==> src/hw/rtl/sqg_pkg.sv <==
`timescale 1ns / 1ps
// ----------------------------------------------------------------------------
// sqg_pkg
// Shared types and constants for the single-qubit gate apply block.
// ----------------------------------------------------------------------------
package sqg_pkg;

  localparam int unsigned INDEX_W  = 10;
  localparam int unsigned AMP_W    = 16;
  localparam int unsigned WORD_W   = 32;
  localparam int unsigned QCNT_W   = 4;
  localparam int unsigned CFG_AW   = 5;
  localparam int unsigned CFG_DW   = 32;

  // Register indexes (byte address divided by four).
  localparam logic [2:0] REG_QUBIT_COUNT  = 3'd0;
  localparam logic [2:0] REG_TARGET_QUBIT = 3'd1;
  localparam logic [2:0] REG_COEF_00      = 3'd2;
  localparam logic [2:0] REG_COEF_01      = 3'd3;
  localparam logic [2:0] REG_COEF_10      = 3'd4;
  localparam logic [2:0] REG_COEF_11      = 3'd5;

  // Reset values: Hadamard-like gate, +-11585 is 1/sqrt(2) in Q1.14.
  localparam logic [QCNT_W-1:0] RST_QUBIT_COUNT  = 4'd10;
  localparam logic [QCNT_W-1:0] RST_TARGET_QUBIT = 4'd1;
  localparam logic [WORD_W-1:0] RST_COEF_POS     = 32'h2D41_0000;
  localparam logic [WORD_W-1:0] RST_COEF_NEG     = 32'hD2BF_0000;

  localparam logic ACTION_WRITE = 1'b0;
  localparam logic ACTION_READ  = 1'b1;

  typedef struct packed {
    logic [QCNT_W-1:0] qubit_count;
    logic [QCNT_W-1:0] target_qubit;
    logic [WORD_W-1:0] coef_00;
    logic [WORD_W-1:0] coef_01;
    logic [WORD_W-1:0] coef_10;
    logic [WORD_W-1:0] coef_11;
  } cfg_t;

  typedef enum logic [1:0] {
    ST_IDLE,
    ST_LO,
    ST_HI,
    ST_SUM
  } state_t;

  typedef struct packed {
    logic mem_we;     // store the accepted write transaction
    logic rd_lo;      // read lower partner for the accepted read transaction
    logic rd_hi;      // read upper partner from the captured index
    logic mul_lo;     // multiply lower partner by the first coefficient
    logic mul_hi;     // multiply upper partner by the second coefficient
    logic load_out;   // sum, round, saturate into the output register
  } dp_cmd_t;

endpackage

==> src/hw/rtl/sqg_cfg_regs.sv <==
`timescale 1ns / 1ps
// ----------------------------------------------------------------------------
// sqg_cfg_regs
// APB-style register file holding qubit count, target qubit and gate entries.
// ----------------------------------------------------------------------------
module sqg_cfg_regs (
  input  logic                          clk,
  input  logic                          rst_n,
  input  logic                          psel,
  input  logic                          penable,
  input  logic                          pwrite,
  input  logic [sqg_pkg::CFG_AW-1:0]    paddr,
  input  logic [sqg_pkg::CFG_DW-1:0]    pwdata,
  output logic [sqg_pkg::CFG_DW-1:0]    prdata,
  output logic                          pready,
  output sqg_pkg::cfg_t                 cfg
);

  sqg_pkg::cfg_t cfg_r;
  sqg_pkg::cfg_t cfg_nxt;
  logic [2:0]    reg_sel;
  logic          wr_en;

  assign pready  = 1'b1;
  assign reg_sel = paddr[sqg_pkg::CFG_AW-1:2];
  assign wr_en   = psel && penable && pwrite && pready;
  assign cfg     = cfg_r;

  always_comb begin
    cfg_nxt = cfg_r;
    if (wr_en) begin
      case (reg_sel)
        sqg_pkg::REG_QUBIT_COUNT:  cfg_nxt.qubit_count  = pwdata[sqg_pkg::QCNT_W-1:0];
        sqg_pkg::REG_TARGET_QUBIT: cfg_nxt.target_qubit = pwdata[sqg_pkg::QCNT_W-1:0];
        sqg_pkg::REG_COEF_00:      cfg_nxt.coef_00      = pwdata;
        sqg_pkg::REG_COEF_01:      cfg_nxt.coef_01      = pwdata;
        sqg_pkg::REG_COEF_10:      cfg_nxt.coef_10      = pwdata;
        sqg_pkg::REG_COEF_11:      cfg_nxt.coef_11      = pwdata;
        default: ;
      endcase
    end
  end

  always_ff @(posedge clk) begin
    if (!rst_n) begin
      cfg_r.qubit_count  <= sqg_pkg::RST_QUBIT_COUNT;
      cfg_r.target_qubit <= sqg_pkg::RST_TARGET_QUBIT;
      cfg_r.coef_00      <= sqg_pkg::RST_COEF_POS;
      cfg_r.coef_01      <= sqg_pkg::RST_COEF_POS;
      cfg_r.coef_10      <= sqg_pkg::RST_COEF_POS;
      cfg_r.coef_11      <= sqg_pkg::RST_COEF_NEG;
    end else begin
      cfg_r <= cfg_nxt;
    end
  end

  always_comb begin
    case (reg_sel)
      sqg_pkg::REG_QUBIT_COUNT:  prdata = {28'd0, cfg_r.qubit_count};
      sqg_pkg::REG_TARGET_QUBIT: prdata = {28'd0, cfg_r.target_qubit};
      sqg_pkg::REG_COEF_00:      prdata = cfg_r.coef_00;
      sqg_pkg::REG_COEF_01:      prdata = cfg_r.coef_01;
      sqg_pkg::REG_COEF_10:      prdata = cfg_r.coef_10;
      sqg_pkg::REG_COEF_11:      prdata = cfg_r.coef_11;
      default:                   prdata = '0;
    endcase
  end

endmodule

==> config.mk <==
export PLATFORM = sky130hd
export DESIGN_NAME = sqg_cfg_regs
export DESIGN_NICKNAME = d
export VERILOG_FILES = /design/src/hw/rtl/sqg_pkg.sv /design/src/hw/rtl/sqg_cfg_regs.sv
export SDC_FILE = /design/constraint.sdc
export NUM_CORES = 1
export LEC_CHECK = 0
export BUFFER_PORTS_ARGS = -buffer_cell sky130_fd_sc_hd__buf_2
export CORE_MARGIN = 8
export CORE_UTILIZATION = 45
export CTS_CLUSTER_DIAMETER = 100
export CTS_CLUSTER_SIZE = 30
export DETAILED_ROUTE_END_ITERATION = 10
export PLACE_DENSITY = 0.71
export SYNTH_ARGS = -nofsm -noshare
export SYNTH_HDL_FRONTEND = slang
export SYNTH_SLANG_ARGS = --single-unit
==> constraint.sdc <==
create_clock -name clk -period 1.4 [get_ports clk]
set_clock_uncertainty 0.1 [all_clocks]
set_input_delay 0.07 -clock clk [delete_from_list [all_inputs] [get_ports clk]]
set_output_delay 0.07 -clock clk [all_outputs]
set_load 0.05 [all_outputs]
======== Yosys cells after proc, flatten, opt, wreduce, memory -nomap -nowiden ========
Cells that the tools add are included.
Widths: inputs -> output; s select.
word-level totals
  register bits ........................... 136
  bits of input ports ..................... 42
  logic and storage cells ................. 21
operators by class
  equality and inequality tests ........... 5
  muxes and demuxes ....................... 1
  reductions and logical operators ........ 9
operators by type and width
  kind                count
  $pmux 32 s6         1
  $reduce_and 2->1    6
  $eq 3x2->1 const B  2
  $eq 3x3->1 const B  2
  $eq 3x1->1 const B  1
  $logic_not 3->1     1
  $logic_and 1x1->1   2

======== Logic depth before layout (Yosys ltp) ========
  depth after elaboration ................. 3
  depth in mapped cells ................... 5

======== Least setup slack after synthesis ========
OpenSTA, ideal clock, no wires.
  kind .................................... reg2out
  start point ............................. register cfg_r (netlist bit cfg[0])
  end point ............................... output port prdata[0] (netlist name)
  data arrival time ....................... 1870 ps
  required time ........................... 1230 ps
  path slack .............................. -640 ps
  cell stages (with the launch flop) ...... 3
  path buffers ............................ 0
  path through ............................ dfxtp_1 mux2i_1 o21ai_0
between the ends
  cells in the longest elaborated chain, start to end .. 1
RTL lines
  item                      line                source
  start: declaration        sqg_cfg_regs.sv:19  sqg_pkg::cfg_t cfg_r;
  start signal: assignment  sqg_cfg_regs.sv:53  cfg_r <= cfg_nxt;
  $pmux 32 s6               sqg_cfg_regs.sv:58  case (reg_sel)
  end: declaration          sqg_cfg_regs.sv:14  output logic [sqg_pkg::CFG_DW-1:0] prdata,
No other way between the ends.

======== Worst setup path after layout ========
  start point ............................. register cfg_r (netlist bit cfg[134])
  end point ............................... output port prdata[2] (netlist name)
Same word-level chain as after synthesis.

==> results.py <==
metrics = {
    "grt": {
        "grt_pass1_wl_mm": 32.0,
        "antenna_found_initial": 0,
        "grt_pass1_vias": 6117,
        "grt_util_all_layers_pct": 22.2,
        "gr-total-overflow": 0,
        "grt_max_degree": 81,
    },
    "power": {
        "leakage_uw": 0.00428,
        "p_per_area_nw_per_um2": 1040,
        "finalPower_uw": 9850,
        "ir_drop_mv": 0.685,
    },
    "sta": {
        "rsz0062_at_grt": "true",
        "layout_setup_ws_ns": -0.483,
        "period_needed_ns": 1.88,
        "clock.fmax_ghz": 0.531,
        "report.final.hold_viol_count": 0,
        "slew_headroom_pct": 55.1,
        "setup_viol": 10,
        "drv_slew": 0,
        "worst_pin_slew_ns": 0.673,
        "finalCritPeriodShare_pct": 135,
    },
    "route": {
        "drcViolationCount": 0,
        "vias": 5818,
        "viasPerCell": 5.42,
        "drtIter0Drc": 315,
        "dr.pass1.iters": 4,
        "route.met2.wl_mm": 10.3,
        "post_drt_wl_per_cell_um": 19.0,
        "dr_wl_met3_mm": 1.46,
        "top_layer": "met4",
        "detail-route-antenna-nets": 0,
        "wl_mm": 20.4,
        "wl_met1_mm": 8.18,
    },
    "die": {
        "core_um2": 13200,
        "die_x_um": 132,
        "fp.dieH_um": 132,
        "die_area_um2": 17500,
        "row_count": 42,
        "io_pins": 211,
        "start_util_pct": 46.0,
    },
    "final_layout": {
        "area_growth_pct": 54.8,
        "num-fill-cells": 948,
        "largest_reg_flops": 136,
        "antenna_cells": 0,
        "nNetsFinal": 927,
        "final_area_um2": 9430,
        "final_layout_size_suffix_gt1_share_pct": 50.9,
        "final_cells": 1074,
    },
    "worst_setup_path": {
        "ff2ff_path_depth": 3,
        "critPathCaptureType": "output pin",
        "timing.rr.end": "cfg[128]$_SDFFE_PN1P_",
        "max_stage_delay_ns": 0.33,
        "crit_path_cell_trace": "mux2_4 -> a221oi_2 -> buf_4 -> a21oi_4 -> buf_6",
        "cp_slowest_cell": "a221oi_2",
        "cp_max_fo": 2,
        "worstPathRequired_ns": 1.23,
        "ff2ff_setup_slack_ns": 0.09,
        "crit_buf_inv": 2,
        "cp.arrival_ns": 1.71,
        "cp-start-kind": "flop",
        "cpLargestDelayFamily": "compound AO/OA/AOI/OAI gates",
        "r2r_start": "cfg[128]$_SDFFE_PN1P_",
        "critPathKind": "flop to output pin",
    },
    "placement": {
        "post-place-ws_ns": -0.152,
        "io_buffer_count": 207,
        "dp.cells": 992,
        "place_congestion": 0.847,
        "dpl_cell_area_um2": 7800,
        "post-dp-hpwl_mm": 13.5,
    },
    "clocking": {
        "cts_tree": "done",
        "clk_latency_ns": 0.41,
        "cts_buffers": 17,
        "clkSlewWorstSetupHoldPaths_ns": 0.06,
        "clock_sinks": 136,
        "cts_max_level": 4,
        "clock_path_buffers": 2,
        "cts_root_buf": "clkbuf_16",
    },
    "min_path": {
        "hp-class": "primary input to flop",
        "min-delay-start": "paddr[4]",
        "hold_path_end": "cfg[131]$_SDFFE_PN0P_",
        "hold_depth": 3,
    },
    "yosys": {
        "syn_area_per_cell_um2": 9.67,
        "syn-num-nets": 672,
        "syn_inst": 630,
        "syn_area_um2": 6090,
        "seq_area_frac_synth_pct": 44.7,
        "yosys_warnings": 0,
        "synthDistinctLibCells": 29,
        "synth-seq-cells": 136,
    },
    "outcome": {
        "status": "finished, violations left",
        "failed_checks": "negative setup slack",
    },
    "flow_run": {
        "drv_cap": 0,
    },
}
## cells in the final DEF (no fill, tap or decap), drive strengths merged, types with 18 or more instances in the layout
cell           n
buf          256
clkbuf        22
dfxtp        136
dlygate4sd3   33
inv           18
mux2i        163
nand2        136
o211ai        24
o21ai         30
o22ai         28
## area by class of cell
cell class	count	area (um2)	share of cell area (%)
flip-flops and latches	136	2870	30.4
repair buffers	290	2110	22.4
multi-input cells	422	3530	37.5
clock inverters	11	171	1.82
well taps	176	220	2.34
clock buffers	21	460	4.88
inverters	18	67.6	0.716
## how the worst max path moves through the flow
stage | from | to | cells past startpoint
floorplan | cfg[81]$_SDFFE_PN0P_ | prdata[17] | 2
global placement | paddr[3] | prdata[3] | 6
detailed placement | paddr[3] | prdata[1] | 6
CTS | cfg[133]$_SDFFE_PN1P_ | prdata[1] | 5
global route | cfg[134]$_SDFFE_PN0P_ | prdata[2] | 5
finish | cfg[134]$_SDFFE_PN0P_ | prdata[2] | 5
## routing by layer
metal / vias to the layer above / GRT usage [%]
li1: 2727 / -
met1: 2837 / 24.4
met2: 213 / 38.4
met3: 41 / 7.43
met4: 0 / 9.46
met5: - / 0
## cells in the mapped netlist
master    count  area (um2)
a21oi_1       3        15.0
a221oi_1      3        26.3
a22oi_1       3        22.5
buf_2        15        75.1
buf_4         5        37.5
buf_6         6        67.6
clkbuf_1     28         105
conb_1        1        3.75
dfxtp_1     136        2720
inv_1        18        67.6
mux2_2        6        67.6
mux2i_1     163        1630
mux4_2        1        22.5
nand2_1     136         510
nand2b_1      2        12.5
nand4_4       1        21.3
nand4b_4      1        23.8
nor2_2        1        6.26
nor2_4        2        22.5
nor2b_1       5        31.3
nor3_2        1        10.0
o211ai_1     24         180
o21ai_0      30         150
o22ai_1      28         175
o311ai_0      6        52.6
o31ai_1       1        7.51
or2_1         2        12.5
or2_2         1        6.26
or3_1         1        6.26
## where the power goes
group          internal [uW]  total, uW  switching [uW]
sequential              3890       3920            31.5
combinational            448       1180             728
clock                   3070       4750            1670
total                   7420       9850            2430
## tightest hold or removal path, cell delays in order
cell	delay [ns]
buf_2	0.18
or3_4	0.19
mux2i_1	0.07
## repair_timing
| action | in CTS | in global routing |
|---|---|---|
| gates cloned | 0 | 0 |
| setup buffers | 11 | 6 |
| hold endpoints to repair | 124 | 0 |
| endpoints found under the setup margin | 32 | 33 |
| hold buffers | 33 | 0 |
| resized for setup | 132 | 62 |
| pin swaps | 9 | 9 |
## metrics by stage
| stage | hold WS, ns | TNS, ns | util (%) |
|---|---|---|---|
| after CTS | 0.0529 | -1.83 | 69.5 |
| final | 0.0428 | -1.89 | 71.2 |
| after floorplan | 0.112 | -1.08 | - |
| after global placement | 0.233 | -0.267 | 58.9 |
| after global routing | 0.0454 | -2.78 | 71.2 |
| after detailed placement | 0.241 | -0.408 | 58.9 |
## cells by family (layout without fill, tap and decap cells)
group,after synthesis,after routing,synth area share (%)
compound gates,98,98,10.3
other cells,1,1,0.0615
simple gates,153,153,10.9
flops,136,136,44.7
buf+inv,72,340,5.79
mux,170,170,28.3
(Power assumes the default switching activity.)
