## config.mk

```make
export PLATFORM = sky130hd
export DESIGN_NAME = sqg_ctrl
export DESIGN_NICKNAME = d
export VERILOG_FILES = /design/src/hw/rtl/sqg_pkg.sv /design/src/hw/rtl/sqg_ctrl.sv
export SDC_FILE = /design/constraint.sdc
export NUM_CORES = 1
export LEC_CHECK = 0
export BUFFER_PORTS_ARGS = -buffer_cell sky130_fd_sc_hd__clkbuf_2
export CORE_AREA = 2 2 39 41
export DETAILED_ROUTE_END_ITERATION = 12
export DIE_AREA = 0 0 41 43
export PLACE_DENSITY = 0.48
export SETUP_SLACK_MARGIN = 0.3
export SYNTH_ARGS = -nofsm -noshare
export SYNTH_HDL_FRONTEND = slang
export SYNTH_SLANG_ARGS = --single-unit
```

## constraint.sdc

```tcl
create_clock -name clk -period 1.6 [get_ports clk]
set_input_delay 0.48 -clock clk [delete_from_list [all_inputs] [get_ports clk]]
set_output_delay 0.48 -clock clk [all_outputs]
set_load 0.005 [all_outputs]
```

## src/hw/rtl/sqg_pkg.sv

```systemverilog
`timescale 1ns / 1ps
// ----------------------------------------------------------------------------
// sqg_pkg
// Shared types and constants for the single-qubit gate apply block.
// ----------------------------------------------------------------------------
package sqg_pkg;

  localparam int unsigned INDEX_W  = 10;
  localparam int unsigned AMP_W    = 16;
  localparam int unsigned WORD_W   = 32;
  localparam int unsigned QCNT_W   = 4;
  localparam int unsigned CFG_AW   = 5;
  localparam int unsigned CFG_DW   = 32;

  // Register indexes (byte address divided by four).
  localparam logic [2:0] REG_QUBIT_COUNT  = 3'd0;
  localparam logic [2:0] REG_TARGET_QUBIT = 3'd1;
  localparam logic [2:0] REG_COEF_00      = 3'd2;
  localparam logic [2:0] REG_COEF_01      = 3'd3;
  localparam logic [2:0] REG_COEF_10      = 3'd4;
  localparam logic [2:0] REG_COEF_11      = 3'd5;

  // Reset values: Hadamard-like gate, +-11585 is 1/sqrt(2) in Q1.14.
  localparam logic [QCNT_W-1:0] RST_QUBIT_COUNT  = 4'd10;
  localparam logic [QCNT_W-1:0] RST_TARGET_QUBIT = 4'd1;
  localparam logic [WORD_W-1:0] RST_COEF_POS     = 32'h2D41_0000;
  localparam logic [WORD_W-1:0] RST_COEF_NEG     = 32'hD2BF_0000;

  localparam logic ACTION_WRITE = 1'b0;
  localparam logic ACTION_READ  = 1'b1;

  typedef struct packed {
    logic [QCNT_W-1:0] qubit_count;
    logic [QCNT_W-1:0] target_qubit;
    logic [WORD_W-1:0] coef_00;
    logic [WORD_W-1:0] coef_01;
    logic [WORD_W-1:0] coef_10;
    logic [WORD_W-1:0] coef_11;
  } cfg_t;

  typedef enum logic [1:0] {
    ST_IDLE,
    ST_LO,
    ST_HI,
    ST_SUM
  } state_t;

  typedef struct packed {
    logic mem_we;     // store the accepted write transaction
    logic rd_lo;      // read lower partner for the accepted read transaction
    logic rd_hi;      // read upper partner from the captured index
    logic mul_lo;     // multiply lower partner by the first coefficient
    logic mul_hi;     // multiply upper partner by the second coefficient
    logic load_out;   // sum, round, saturate into the output register
  } dp_cmd_t;

endpackage

```

## src/hw/rtl/sqg_ctrl.sv

```systemverilog
`timescale 1ns / 1ps
// ----------------------------------------------------------------------------
// sqg_ctrl
// Sequencer for store writes and the four-step gated read.
// ----------------------------------------------------------------------------
module sqg_ctrl (
  input  logic              clk,
  input  logic              rst_n,
  input  logic              in_valid,
  input  logic              in_action,
  output logic              in_ready,
  output logic              out_valid,
  input  logic              out_ready,
  output sqg_pkg::dp_cmd_t  cmd
);

  sqg_pkg::state_t state_r;
  sqg_pkg::state_t state_nxt;
  logic            out_valid_r;
  logic            out_valid_nxt;
  logic            in_acc;
  logic            out_free;

  assign in_ready  = (state_r == sqg_pkg::ST_IDLE);
  assign in_acc    = in_valid && in_ready;
  assign out_free  = !out_valid_r || out_ready;
  assign out_valid = out_valid_r;

  always_comb begin
    state_nxt = state_r;
    case (state_r)
      sqg_pkg::ST_IDLE: begin
        if (in_acc && in_action == sqg_pkg::ACTION_READ) state_nxt = sqg_pkg::ST_LO;
      end
      sqg_pkg::ST_LO:  state_nxt = sqg_pkg::ST_HI;
      sqg_pkg::ST_HI:  state_nxt = sqg_pkg::ST_SUM;
      sqg_pkg::ST_SUM: begin
        if (out_free) state_nxt = sqg_pkg::ST_IDLE;
      end
      default: state_nxt = sqg_pkg::ST_IDLE;
    endcase
  end

  always_comb begin
    cmd = '0;
    case (state_r)
      sqg_pkg::ST_IDLE: begin
        cmd.mem_we = in_acc && in_action == sqg_pkg::ACTION_WRITE;
        cmd.rd_lo  = in_acc && in_action == sqg_pkg::ACTION_READ;
      end
      sqg_pkg::ST_LO: begin
        cmd.rd_hi  = 1'b1;
        cmd.mul_lo = 1'b1;
      end
      sqg_pkg::ST_HI:  cmd.mul_hi   = 1'b1;
      sqg_pkg::ST_SUM: cmd.load_out = out_free;
      default: cmd = '0;
    endcase
  end

  always_comb begin
    out_valid_nxt = out_valid_r;
    if (cmd.load_out) begin
      out_valid_nxt = 1'b1;
    end else if (out_ready) begin
      out_valid_nxt = 1'b0;
    end
  end

  always_ff @(posedge clk) begin
    if (!rst_n) begin
      state_r     <= sqg_pkg::ST_IDLE;
      out_valid_r <= 1'b0;
    end else begin
      state_r     <= state_nxt;
      out_valid_r <= out_valid_nxt;
    end
  end

endmodule

```

**After elaboration in Yosys (flattened, before gate mapping)**

Index checks and enable logic that the tools add are counted.

- Register bits after elaboration: 3
- Bits of input ports: 5
- Output and inout port bits: 8

- Equality and inequality tests: 5
- Muxes and demuxes: 9
- Bitwise logic cells: 1
- Reduce and logical (&&, ||, !) cells: 8

Operators by type and width:

| operator | count |
|---|---|
| 2-bit two-way mux | 4 |
| 2-bit one-hot mux with 4 select lines | 1 |
| 2-bit equality test, second input constant | 2 |
| 1-bit two-way mux | 4 |
| 1-bit logical AND | 3 |
| 2-bit by 1-bit equality test with 1-bit output, second input constant | 1 |
| 2-bit zero test | 1 |
| 2-bit by 1-bit inequality test with 1-bit output, second input constant | 1 |
| 2-bit inequality test, second input constant | 1 |
| 2-bit AND reduction | 1 |
| 2-bit nonzero test | 1 |
| 1-bit zero test | 1 |
| 1-bit logical OR | 1 |
| 1-bit inverter | 1 |

**Logic depth before layout (Yosys ltp)**

Gate-level depths: netlist (run 1).

- Word-level depth: 5
- Depth in mapped cells: 4
- Mapped depth without buffers: 4

**Least setup slack after synthesis (run 1)**

No wires, ideal clock.

- Kind: in2out
- Start point: in out_ready
- End point: out cmd[0] (netlist name)
- Arrival: 0.882 ns
- Data required time: 1.120 ns
- Slack: 0.238 ns
- Stages: 3
- Cells stage by stage: and2b_2 nor2b_1 buf_4

RTL lines:

| item | line | source |
|---|---|---|
| from (decl) | sqg_ctrl.sv:13 | `input logic out_ready,` |
| to (decl) | sqg_ctrl.sv:14 | `output sqg_pkg::dp_cmd_t cmd` |

==> results.txt, run 1 <==
Status -> complete, no violations
Worst-case clock buffer depth -> 2
Crit path DAT -> 1.02 ns
Clock network power share -> 21.6%
Worst hold path type -> reg -> reg
Crit end category -> primary output
Multi-input logic area -> 161 sq um
Die H -> 43 microns
Row cnt -> 14
Ys flop type -> dfxtp_1
CTS buffer count -> 3
Post-Place Cells -> 51
Final period util -> 94.0%
Worst EP required -> 1.12 ns
Drt first pass iters -> 2
Placeable Area -> 1380 sq um
Worst slack, placed -> 0.133 ns
Sequential share of power -> 22.9%
DIE WIDTH -> 41 microns
Post-layout util -> 26.4%
Synthesized area per cell -> 8.96 sq um
GRT Util Overall -> 6.52%
Post-route ant nets -> 0
Synth cell types -> 14
GRT overflow -> 0
Initial DRC count -> 2
PortBufs -> 12
Initial Util -> 16.2%
Logic pwr share -> 55.5%
Final Critical Period -> 1.50 ns
Filler cell count in the final layout -> 156
Sequential cell area -> 65.1 sq um
Sw frac -> 33.8%
Count of final setup violators -> 0
Slew headroom -> 92.8%
Post-synthesis sequential area ratio -> 26.8%
Largest net degree at the start of global routing -> 5
NumNets Final -> 52
Net count after synthesis -> 34
CTS Sinks -> 3
Ys Warns -> 0
Worst-path fanout max -> 4
Max VDD drop -> 0.000437 V
Slew Limit Fails -> 0
Reg clk slew, reported paths -> 0.03 ns
Final worst clock skew -> 0.00109 ns
TNS Setup -> 0 ns
DP HPWL -> 362 microns
First-pass GRT wire length -> 703 microns
CP startpoint kind -> flip-flop
Layout cell share with drive strength beyond 1 -> 66.7%
Max frequency -> 665 MHz
Vias/cell -> 3.84
CTS root buf -> clkbuf_4
EDFF count, synth -> 0
RSZ-0062 raised after global routing -> true
Num ports -> 13
Fin. Hold Viols -> 0
DRC -> 0
Total Power -> 599 uW
Critical Path Max Stage Delay -> 0.36 ns
Pwr dens -> 1640 nW/um^2
Pint -> 396 uW
Non-Filler Instances -> 58
Vias in the first global route -> 182
H-tree Lvls -> 1
TritonCTS clock tree -> yes
Ys async rst share -> 0%
Leak -> 0.000187 uW
Crit path cell chain -> inv_4 -> ha_4 -> and3_1 -> clkbuf_2
Setup ws final -> 0.0958 ns
Cell Area, Synth -> 224 sq um
Sw Pwr -> 202 uW
Seq cells post-synth -> 3
Post-Route WL -> 458 microns
Wire length per cell -> 7.90 microns
Syn Inst Count -> 25
Max-cap violations -> 0
Antenna violations before repair -> 0
Slowest stage cell on the critical path -> dfxtp_4
Die area -> 1760 sq um
Post-CTS Hold Fix Bufs -> 0
Type of the worst setup path -> reg -> out
Vias -> 223
Area delta synth->final -> 63.1%
Gpl congestion -> 0.661
Worst-Margin Slew -> 0.105 ns
Skew-Pair Late Insertion Delay -> 0.23 ns
Ant diodes -> 0
-- final cells by class --
type / instances / area share (%)
Sequential cell: 3 / 17.8
Timing Repair Buffer: 15 / 22.6
Multi-Input combinational cell: 18 / 44.2
Tap cell: 16 / 5.48
Inverter: 2 / 2.74
Clock buffer: 4 / 7.19
-- through the flow --
| step | hold slack [ns] | area [sq um] |
|---|---|---|
| global route | 0.534 | 365 |
| CTS | 0.511 | 358 |
| finish | 0.503 | 365 |
| floorplan | 0.468 | 226 |
| global placement | 0.506 | 292 |
| detailed placement | 0.512 | 292 |
-- cell families after synthesis --
| family | after synthesis | share of synthesized area, % |
|---|---|---|
| AND/OR/NAND/NOR | 9 | 21.8 |
| AO/OA/AOI/OAI | 4 | 14.5 |
| buffers and inverters | 4 | 10.1 |
| adder cells (fa/ha/maj) | 4 | 22.3 |
| flip-flops | 3 | 26.8 |
| multiplexers | 1 | 4.47 |
-- placed cells by master, fill, tap and decap left out, types with 2 or more instances in the layout --
cell / Yosys / final
clkbuf_2: 0 / 11
nand2_1: 4 / 4
clkbuf_4: 0 / 3
buf_4: 2 / 3
o21a_1: 2 / 2
ha_2: 0 / 2
-- repair_timing --
| action | 4_1_cts | 5_1_grt |
|---|---|---|
| setup buffers | 3 | 0 |
| setup endpoints to repair | 7 | 7 |
| gates resized for setup | 7 | 4 |
| cloned | 0 | 0 |
| pin swaps | 2 | 2 |
-- synthesized netlist by cell type, types with 2 or more instances --
master	number	area [sq um]
o21a_1	2	15.0
ha_1	4	50.1
buf_4	2	15.0
nand2_1	4	15.0
dfxtp_1	3	60.1
inv_1	2	7.51
-- critical path, delay by kind of cell (launching register included) --
family	cells	cell delay [ns]
and+or+nand+nor	1	0.13
DFF	1	0.36
adders and majority gates	1	0.15
buffers and inverters	2	0.14
-- layer usage --
metal  part of all wire, %  wire, microns  global-route usage [%]
met1                    47            213                    7.37
met2                    43            198                    7.50
met3                    10             47                    6.28
met4                     0              0                    4.00
met5                     0              0                       0
-- path summary, 6_finish.rpt --
| kind | startpoint | end | slack, ns | cells past startpoint |
|---|---|---|---|---|
| hold / removal | state_r[1] | state_r[1] | 0.50 | 2 |
| hold reg to reg | state_r[1] | state_r[1] | 0.50 | 2 |
| setup reg to reg | state_r[1] | state_r[0] | 0.42 | 5 |
| setup / recovery | state_r[1] | cmd[4] | 0.1 | 4 |
-- power groups by stage --
stage / registers [uW] / logic [uW] / clock network [uW]
after CTS: 138 / 336 / 137
after global placement: 126 / 239 / 0
after global routing: 142 / 378 / 139
after floorplan: 119 / 173 / 0
after detailed placement: 127 / 239 / 0
final: 137 / 332 / 129
-- registers in the layout, indices dropped and copies added (netlist names) --
signal / flops
out_valid: 1
state_r: 2
Power figures use the tool's default switching activity.
==> run 2: changes to the inputs <==
- RECOVER_POWER: default -> 50
==> run 2 against run 1 <==
Effect of this change:
- combinational power decreased by 2%
- wire length increased by 0.87%
- global-route usage unchanged
- via count unchanged
- sequential power about the same
- core utilization decreased by 0.54 points
- worst hold slack about the same
- total power decreased by 1.4%
- critical path depth decreased by 1
- final area decreased by 2.1%
- critical path type unchanged
==> results.txt, run 2 (synthesized netlist as in run 1, its figures left out) <==
Most flops, register -> state_r (unchanged)
Fin. Hold Viols -> 0 (unchanged)
CTS Sinks -> 3 (unchanged)
Final Critical Period -> 1.51 ns (was 1.50 ns)
Final worst clock skew -> 0.00109 ns (about the same)
Vias -> 223 (unchanged)
GRT overflow -> 0 (unchanged)
Max reg flops -> 2 (unchanged)
H-tree Lvls -> 1 (unchanged)
Crit end category -> primary output (unchanged)
Multi-input logic area -> 155 sq um (was 161 sq um)
PortBufs -> 12 (unchanged)
Worst hold path type -> reg -> reg (unchanged)
Initial DRC count -> 2 (unchanged)
RSZ-0062 raised after global routing -> true (unchanged)
Critical Path Max Stage Delay -> 0.35 ns (was 0.36 ns)
Worst-path fanout max -> 4 (unchanged)
Type of the worst setup path -> reg -> out (unchanged)
Cell family with most CP delay -> flip-flops (unchanged)
Slew Limit Fails -> 0 (unchanged)
Worst-Margin Slew -> 0.210 ns (was 0.105 ns)
TNS Setup -> 0 ns (unchanged)
Status -> complete, no violations (unchanged)
Vias/cell -> 3.84 (unchanged)
Ant diodes -> 0 (unchanged)
Layout cell share with drive strength beyond 1 -> 59.5% (was 66.7%)
Skew-Pair Late Insertion Delay -> 0.23 ns (about the same)
DRC -> 0 (unchanged)
Leak -> 0.000185 uW (was 0.000187 uW)
Crit path cell chain -> ha_1 -> nor2b_2 -> clkbuf_2 (was inv_4 -> ha_4 -> and3_1 -> clkbuf_2)
Worst EP required -> 1.12 ns (about the same)
DP HPWL -> 362 microns (unchanged)
Antenna violations before repair -> 0 (unchanged)
DIE WIDTH -> 41 microns (unchanged)
Vias in the first global route -> 182 (unchanged)
Post-CTS Hold Fix Bufs -> 0 (unchanged)
Largest net degree at the start of global routing -> 5 (unchanged)
Gpl congestion -> 0.661 (unchanged)
Drt first pass iters -> 2 (unchanged)
Sequential cell area -> 65.1 sq um (unchanged)
Setup ws final -> 0.0889 ns (was 0.0958 ns)
Commonest cells after routing, fill and taps aside -> clkbuf_2, nand2_1, clkbuf_4, buf_4 (unchanged)
Crit path DAT -> 1.03 ns (was 1.02 ns)
CTS root buf -> clkbuf_4 (unchanged)
CTS buffer count -> 3 (unchanged)
Fin area -> 358 sq um (was 365 sq um)
Post-route ant nets -> 0 (unchanged)
Die H -> 43 microns (unchanged)
Max-cap violations -> 0 (unchanged)
Wire length per cell -> 7.97 microns (was 7.90 microns)
Max VDD drop -> 0.000463 V (was 0.000437 V)
NumNets Final -> 52 (unchanged)
Final period util -> 94.4% (was 94.0%)
Pwr dens -> 1650 nW/um^2 (was 1640 nW/um^2)
Placeable Area -> 1380 sq um (unchanged)
First-pass GRT wire length -> 703 microns (unchanged)
TritonCTS clock tree -> yes (unchanged)
Slowest stage cell on the critical path -> dfxtp_4 (unchanged)
Die area -> 1760 sq um (unchanged)
Worst slack, placed -> 0.133 ns (unchanged)
Row cnt -> 14 (unchanged)
GRT Util Overall -> 6.52% (unchanged)
Post-Route WL -> 462 microns (was 458 microns)
Count of final setup violators -> 0 (unchanged)
CP startpoint kind -> flip-flop (unchanged)
Initial Util -> 16.2% (unchanged)
Most common cell after layout, fill and taps aside -> clkbuf_2 (unchanged)
Area delta synth->final -> 59.8% (was 63.1%)
Num ports -> 13 (unchanged)
Buf/Inv on CP -> 1 (was 2)
Filler cell count in the final layout -> 158 (was 156)
Reg clk slew, reported paths -> 0.03 ns (about the same)
Slew headroom -> 86.0% (was 92.8%)
Max frequency -> 662 MHz (was 665 MHz)
Worst-case clock buffer depth -> 2 (unchanged)
Placement Cell Area -> 292 sq um (unchanged)
Final hold slack -> 0.503 ns (about the same)
run 2: changes by cell type in the layout (fill, tap and decap cells not counted):
| cell | before | now |
|---|---|---|
| a21oi_1 | 0 | 1 |
| a21oi_2 | 1 | 0 |
| clkbuf_1 | 1 | 2 |
| clkbuf_2 | 11 | 10 |
| ha_1 | 1 | 2 |
| ha_2 | 2 | 1 |
run 2: power breakdown:
part	total (uW)	switching, uW	internal [uW]	leakage (uW)
logic	325	134	191	0.000145
registers	136	28.4	108	0.0000256
clock network	129	35.8	93.2	0.0000150
total	590	198	392	0.000185
run 2: worst paths after layout:
| path | start | end | slack, ns | depth (start not counted) |
|---|---|---|---|---|
| setup / recovery | state_r[1] | cmd[0] | 0.09 | 3 |
| hold / removal | state_r[1] | state_r[1] | 0.50 | 2 |
| setup reg to reg | state_r[1] | state_r[1] | 0.39 | 4 |
| hold reg to reg | state_r[1] | state_r[1] | 0.50 | 2 |
run 2: worst register-to-register path, delay by kind of cell (launching register included):
kind | cells | cell delay [ns]
AOI/OAI and AO/OA | 1 | 0.20
adders and majority gates | 1 | 0.20
DFF | 1 | 0.35
muxes | 1 | 0.20
and+or+nand+nor | 1 | 0.19
run 2: per-stage QoR:
step	util (%)	power, uW	std cells
final	25.9	590	58
after global routing	25.9	649	58
after CTS	25.9	611	58
after detailed placement	21.1	367	51
after global placement	21.1	365	51
after floorplan	-	293	25
run 2: metal layers:
metal	global-route usage, %	vias to the layer above	wire (microns)
met5	0	-	0
met4	4.00	0	0
met3	6.28	0	48
met2	7.50	9	197
met1	7.37	97	215
li1	-	117	-
run 2: what timing repair did:
| item | CTS | global route |
|---|---|---|
| setup endpoints to repair | 7 | 7 |
| pin swaps | 2 | 2 |
| gates resized for setup | 7 | 4 |
| endpoints found under the hold margin | 0 | 0 |
| setup buffers | 3 | 0 |
run 2: area by class of cell:
class | count | area share [%]
Sequential cell | 3 | 18.2
Tap cell | 16 | 5.59
Multi-Input combinational cell | 18 | 43.4
Inverter | 2 | 2.80
Clock buffer | 4 | 7.34
Timing Repair Buffer | 15 | 22.7
==> run 3: changes to the inputs <==
- PLACE_DENSITY: 0.48 -> 0.41
==> run 3 against run 2 <==
Effect of this change:
- final cell count down 1.7%
- total power is 4.4% lower
- final area is 2.4% lower
- clock-buffer cell count stayed put
- global-route usage shrank 1.0 points
- clock skew fell by 0.0011 ns
- wire length fell by 8.9%
- non-clock buffer count down 1
- sequential share of layout area rose by 1.2 points
- worst hold slack worse by 0.0082 ns
- highest routed layer unchanged
==> results.txt, run 3 (synthesized netlist as in run 1, its figures left out) <==
Final Critical Period -> 1.51 ns (about the same)
Critical Path Max Stage Delay -> 0.36 ns (was 0.35 ns)
Drt first pass iters -> 1 (was 2)
CTS buffer count -> 3 (unchanged)
Worst hold path type -> reg -> reg (unchanged)
CTS Sinks -> 3 (unchanged)
Slew Limit Fails -> 0 (unchanged)
Max frequency -> 664 MHz (was 662 MHz)
Reg clk slew, reported paths -> 0.03 ns (about the same)
Vias/cell -> 3.51 (was 3.84)
Placeable Area -> 1380 sq um (unchanged)
RSZ-0062 raised after global routing -> true (unchanged)
Skew-Pair Late Insertion Delay -> 0.23 ns (about the same)
Vias in the first global route -> 182 (unchanged)
Vias -> 200 (was 223)
Leak -> 0.000186 uW (was 0.000185 uW)
DRC -> 0 (unchanged)
Max VDD drop -> 0.000585 V (was 0.000463 V)
Count of final setup violators -> 0 (unchanged)
Worst-Margin Slew -> 0.228 ns (was 0.210 ns)
First-pass GRT wire length -> 621 microns (was 703 microns)
Commonest cells after routing, fill and taps aside -> clkbuf_2, nand2_1, ha_1, clkbuf_4 (was clkbuf_2, nand2_1, clkbuf_4, buf_4)
Num ports -> 13 (unchanged)
GRT overflow -> 0 (unchanged)
Slew headroom -> 84.8% (was 86.0%)
Max-cap violations -> 0 (unchanged)
Initial Util -> 16.2% (unchanged)
TritonCTS clock tree -> yes (unchanged)
Die area -> 1760 sq um (unchanged)
Gpl congestion -> 0.589 (was 0.661)
Row cnt -> 14 (unchanged)
Worst-case clock buffer depth -> 2 (unchanged)
Crit Reg-Reg Startpoint -> state_r[0] (was state_r[1])
Initial DRC count -> 0 (was 2)
Wire length per cell -> 7.39 microns (was 7.97 microns)
Reg-to-Reg End -> state_r[1] (unchanged)
Buf/Inv on CP -> 2 (was 1)
HP Start -> state_r[1] (unchanged)
Max reg flops -> 2 (unchanged)
TNS Setup -> 0 ns (unchanged)
Post-route ant nets -> 0 (unchanged)
Final worst clock skew -> 0.0000169 ns (was 0.00109 ns)
Area delta synth->final -> 55.9% (was 59.8%)
CP startpoint kind -> flip-flop (unchanged)
Antenna violations before repair -> 0 (unchanged)
NumNets Final -> 51 (was 52)
Final hold slack -> 0.495 ns (was 0.503 ns)
CTS root buf -> clkbuf_4 (unchanged)
Hold path cells -> 2 (unchanged)
Crit end category -> primary output (unchanged)
DP HPWL -> 352 microns (was 362 microns)
R2r setup slk -> 0.37 ns (was 0.39 ns)
H-tree Lvls -> 1 (unchanged)
Crit path cell chain -> inv_4 -> ha_4 -> and3_1 -> clkbuf_2 (was ha_1 -> nor2b_2 -> clkbuf_2)
PortBufs -> 12 (unchanged)
Pwr dens -> 1620 nW/um^2 (was 1650 nW/um^2)
Layout cell share with drive strength beyond 1 -> 56.1% (was 59.5%)
Ant diodes -> 0 (unchanged)
Type of the worst setup path -> reg -> out (unchanged)
Crit path DAT -> 1.03 ns (about the same)
R2R depth -> 4 (unchanged)
Cell family with most CP delay -> flip-flops (unchanged)
GRT Util Overall -> 5.52% (was 6.52%)
Status -> complete, no violations (unchanged)
Most common cell after layout, fill and taps aside -> clkbuf_2 (unchanged)
Largest net degree at the start of global routing -> 5 (unchanged)
Worst-path fanout max -> 4 (unchanged)
Hold worst-path end -> state_r[1] (unchanged)
Slowest stage cell on the critical path -> dfxtp_4 (unchanged)
Post-Route WL -> 421 microns (was 462 microns)
DIE WIDTH -> 41 microns (unchanged)
Worst EP required -> 1.12 ns (about the same)
Most flops, register -> state_r (unchanged)
Die H -> 43 microns (unchanged)
Final period util -> 94.1% (was 94.4%)
CP Depth -> 4 (was 3)
Fin. Hold Viols -> 0 (unchanged)
[run 3: cell types whose count changed in the layout (fill, tap and decap cells not counted), sizes merged]
cell and delta:
buf -1
[run 3: per-layer routing]
| layer | up-vias | GRT usage, % | routed length, microns |
|---|---|---|---|
| met5 | - | 0 | 0 |
| met4 | 0 | 6.00 | 0 |
| met3 | 0 | 1.57 | 23 |
| met2 | 4 | 7.19 | 217 |
| met1 | 84 | 6.43 | 181 |
| li1 | 112 | - | - |
[run 3: stage by stage]
step / total power [uW] / cell area (sq um) / util (%) / std cells / setup WS, ns
after detailed placement: 365 / 292 / 21.1 / 51 / 0.127
final: 564 / 349 / 25.2 / 57 / 0.0936
after CTS: 571 / 345 / 25.0 / 57 / 0.0691
after global placement: 366 / 292 / 21.1 / 51 / 0.139
after global routing: 628 / 349 / 25.2 / 57 / 0.0390
after floorplan: 293 / 226 / - / 25 / 0.238
[run 3: repair_timing]
action / 4_1_cts / 5_1_grt
setup buffers: 2 / 0
setup endpoints to repair: 7 / 7
gates resized for setup: 5 / 4
pin swaps: 1 / 1
hold buffers: 0 / 0
[run 3: worst min-delay path: stages (launching register included)]
cell     delay (ns)
dfxtp_4        0.34
nand2_1        0.06
mux2i_1        0.05
[run 3: area by class of cell]
type                            count  area (sq um)
Clock buffer                        4          26.3
Tap cell                           16          20.0
Sequential cell                     3          67.6
Multi-Input combinational cell     18           150
Timing Repair Buffer               14          75.1
Inverter                            2          10.0
Fill cell                         161          1030
[run 3: report_power, final]
group | internal (uW) | switching [uW] | leakage (uW)
combinational | 168 | 127 | 0.000145
sequential | 112 | 30.0 | 0.0000259
clock | 93.1 | 33.9 | 0.0000150
[run 3: how the worst max path moves through the flow]
stage / slack (ns) / startpoint / to
after floorplan: 0.24 / out_ready / cmd[0]
after detailed placement: 0.13 / out_ready / cmd[0]
after CTS: 0.07 / state_r[0] / cmd[4]
after global placement: 0.14 / out_ready / cmd[0]
after global routing: 0.04 / state_r[0] / cmd[5]
final: 0.09 / state_r[0] / cmd[4]
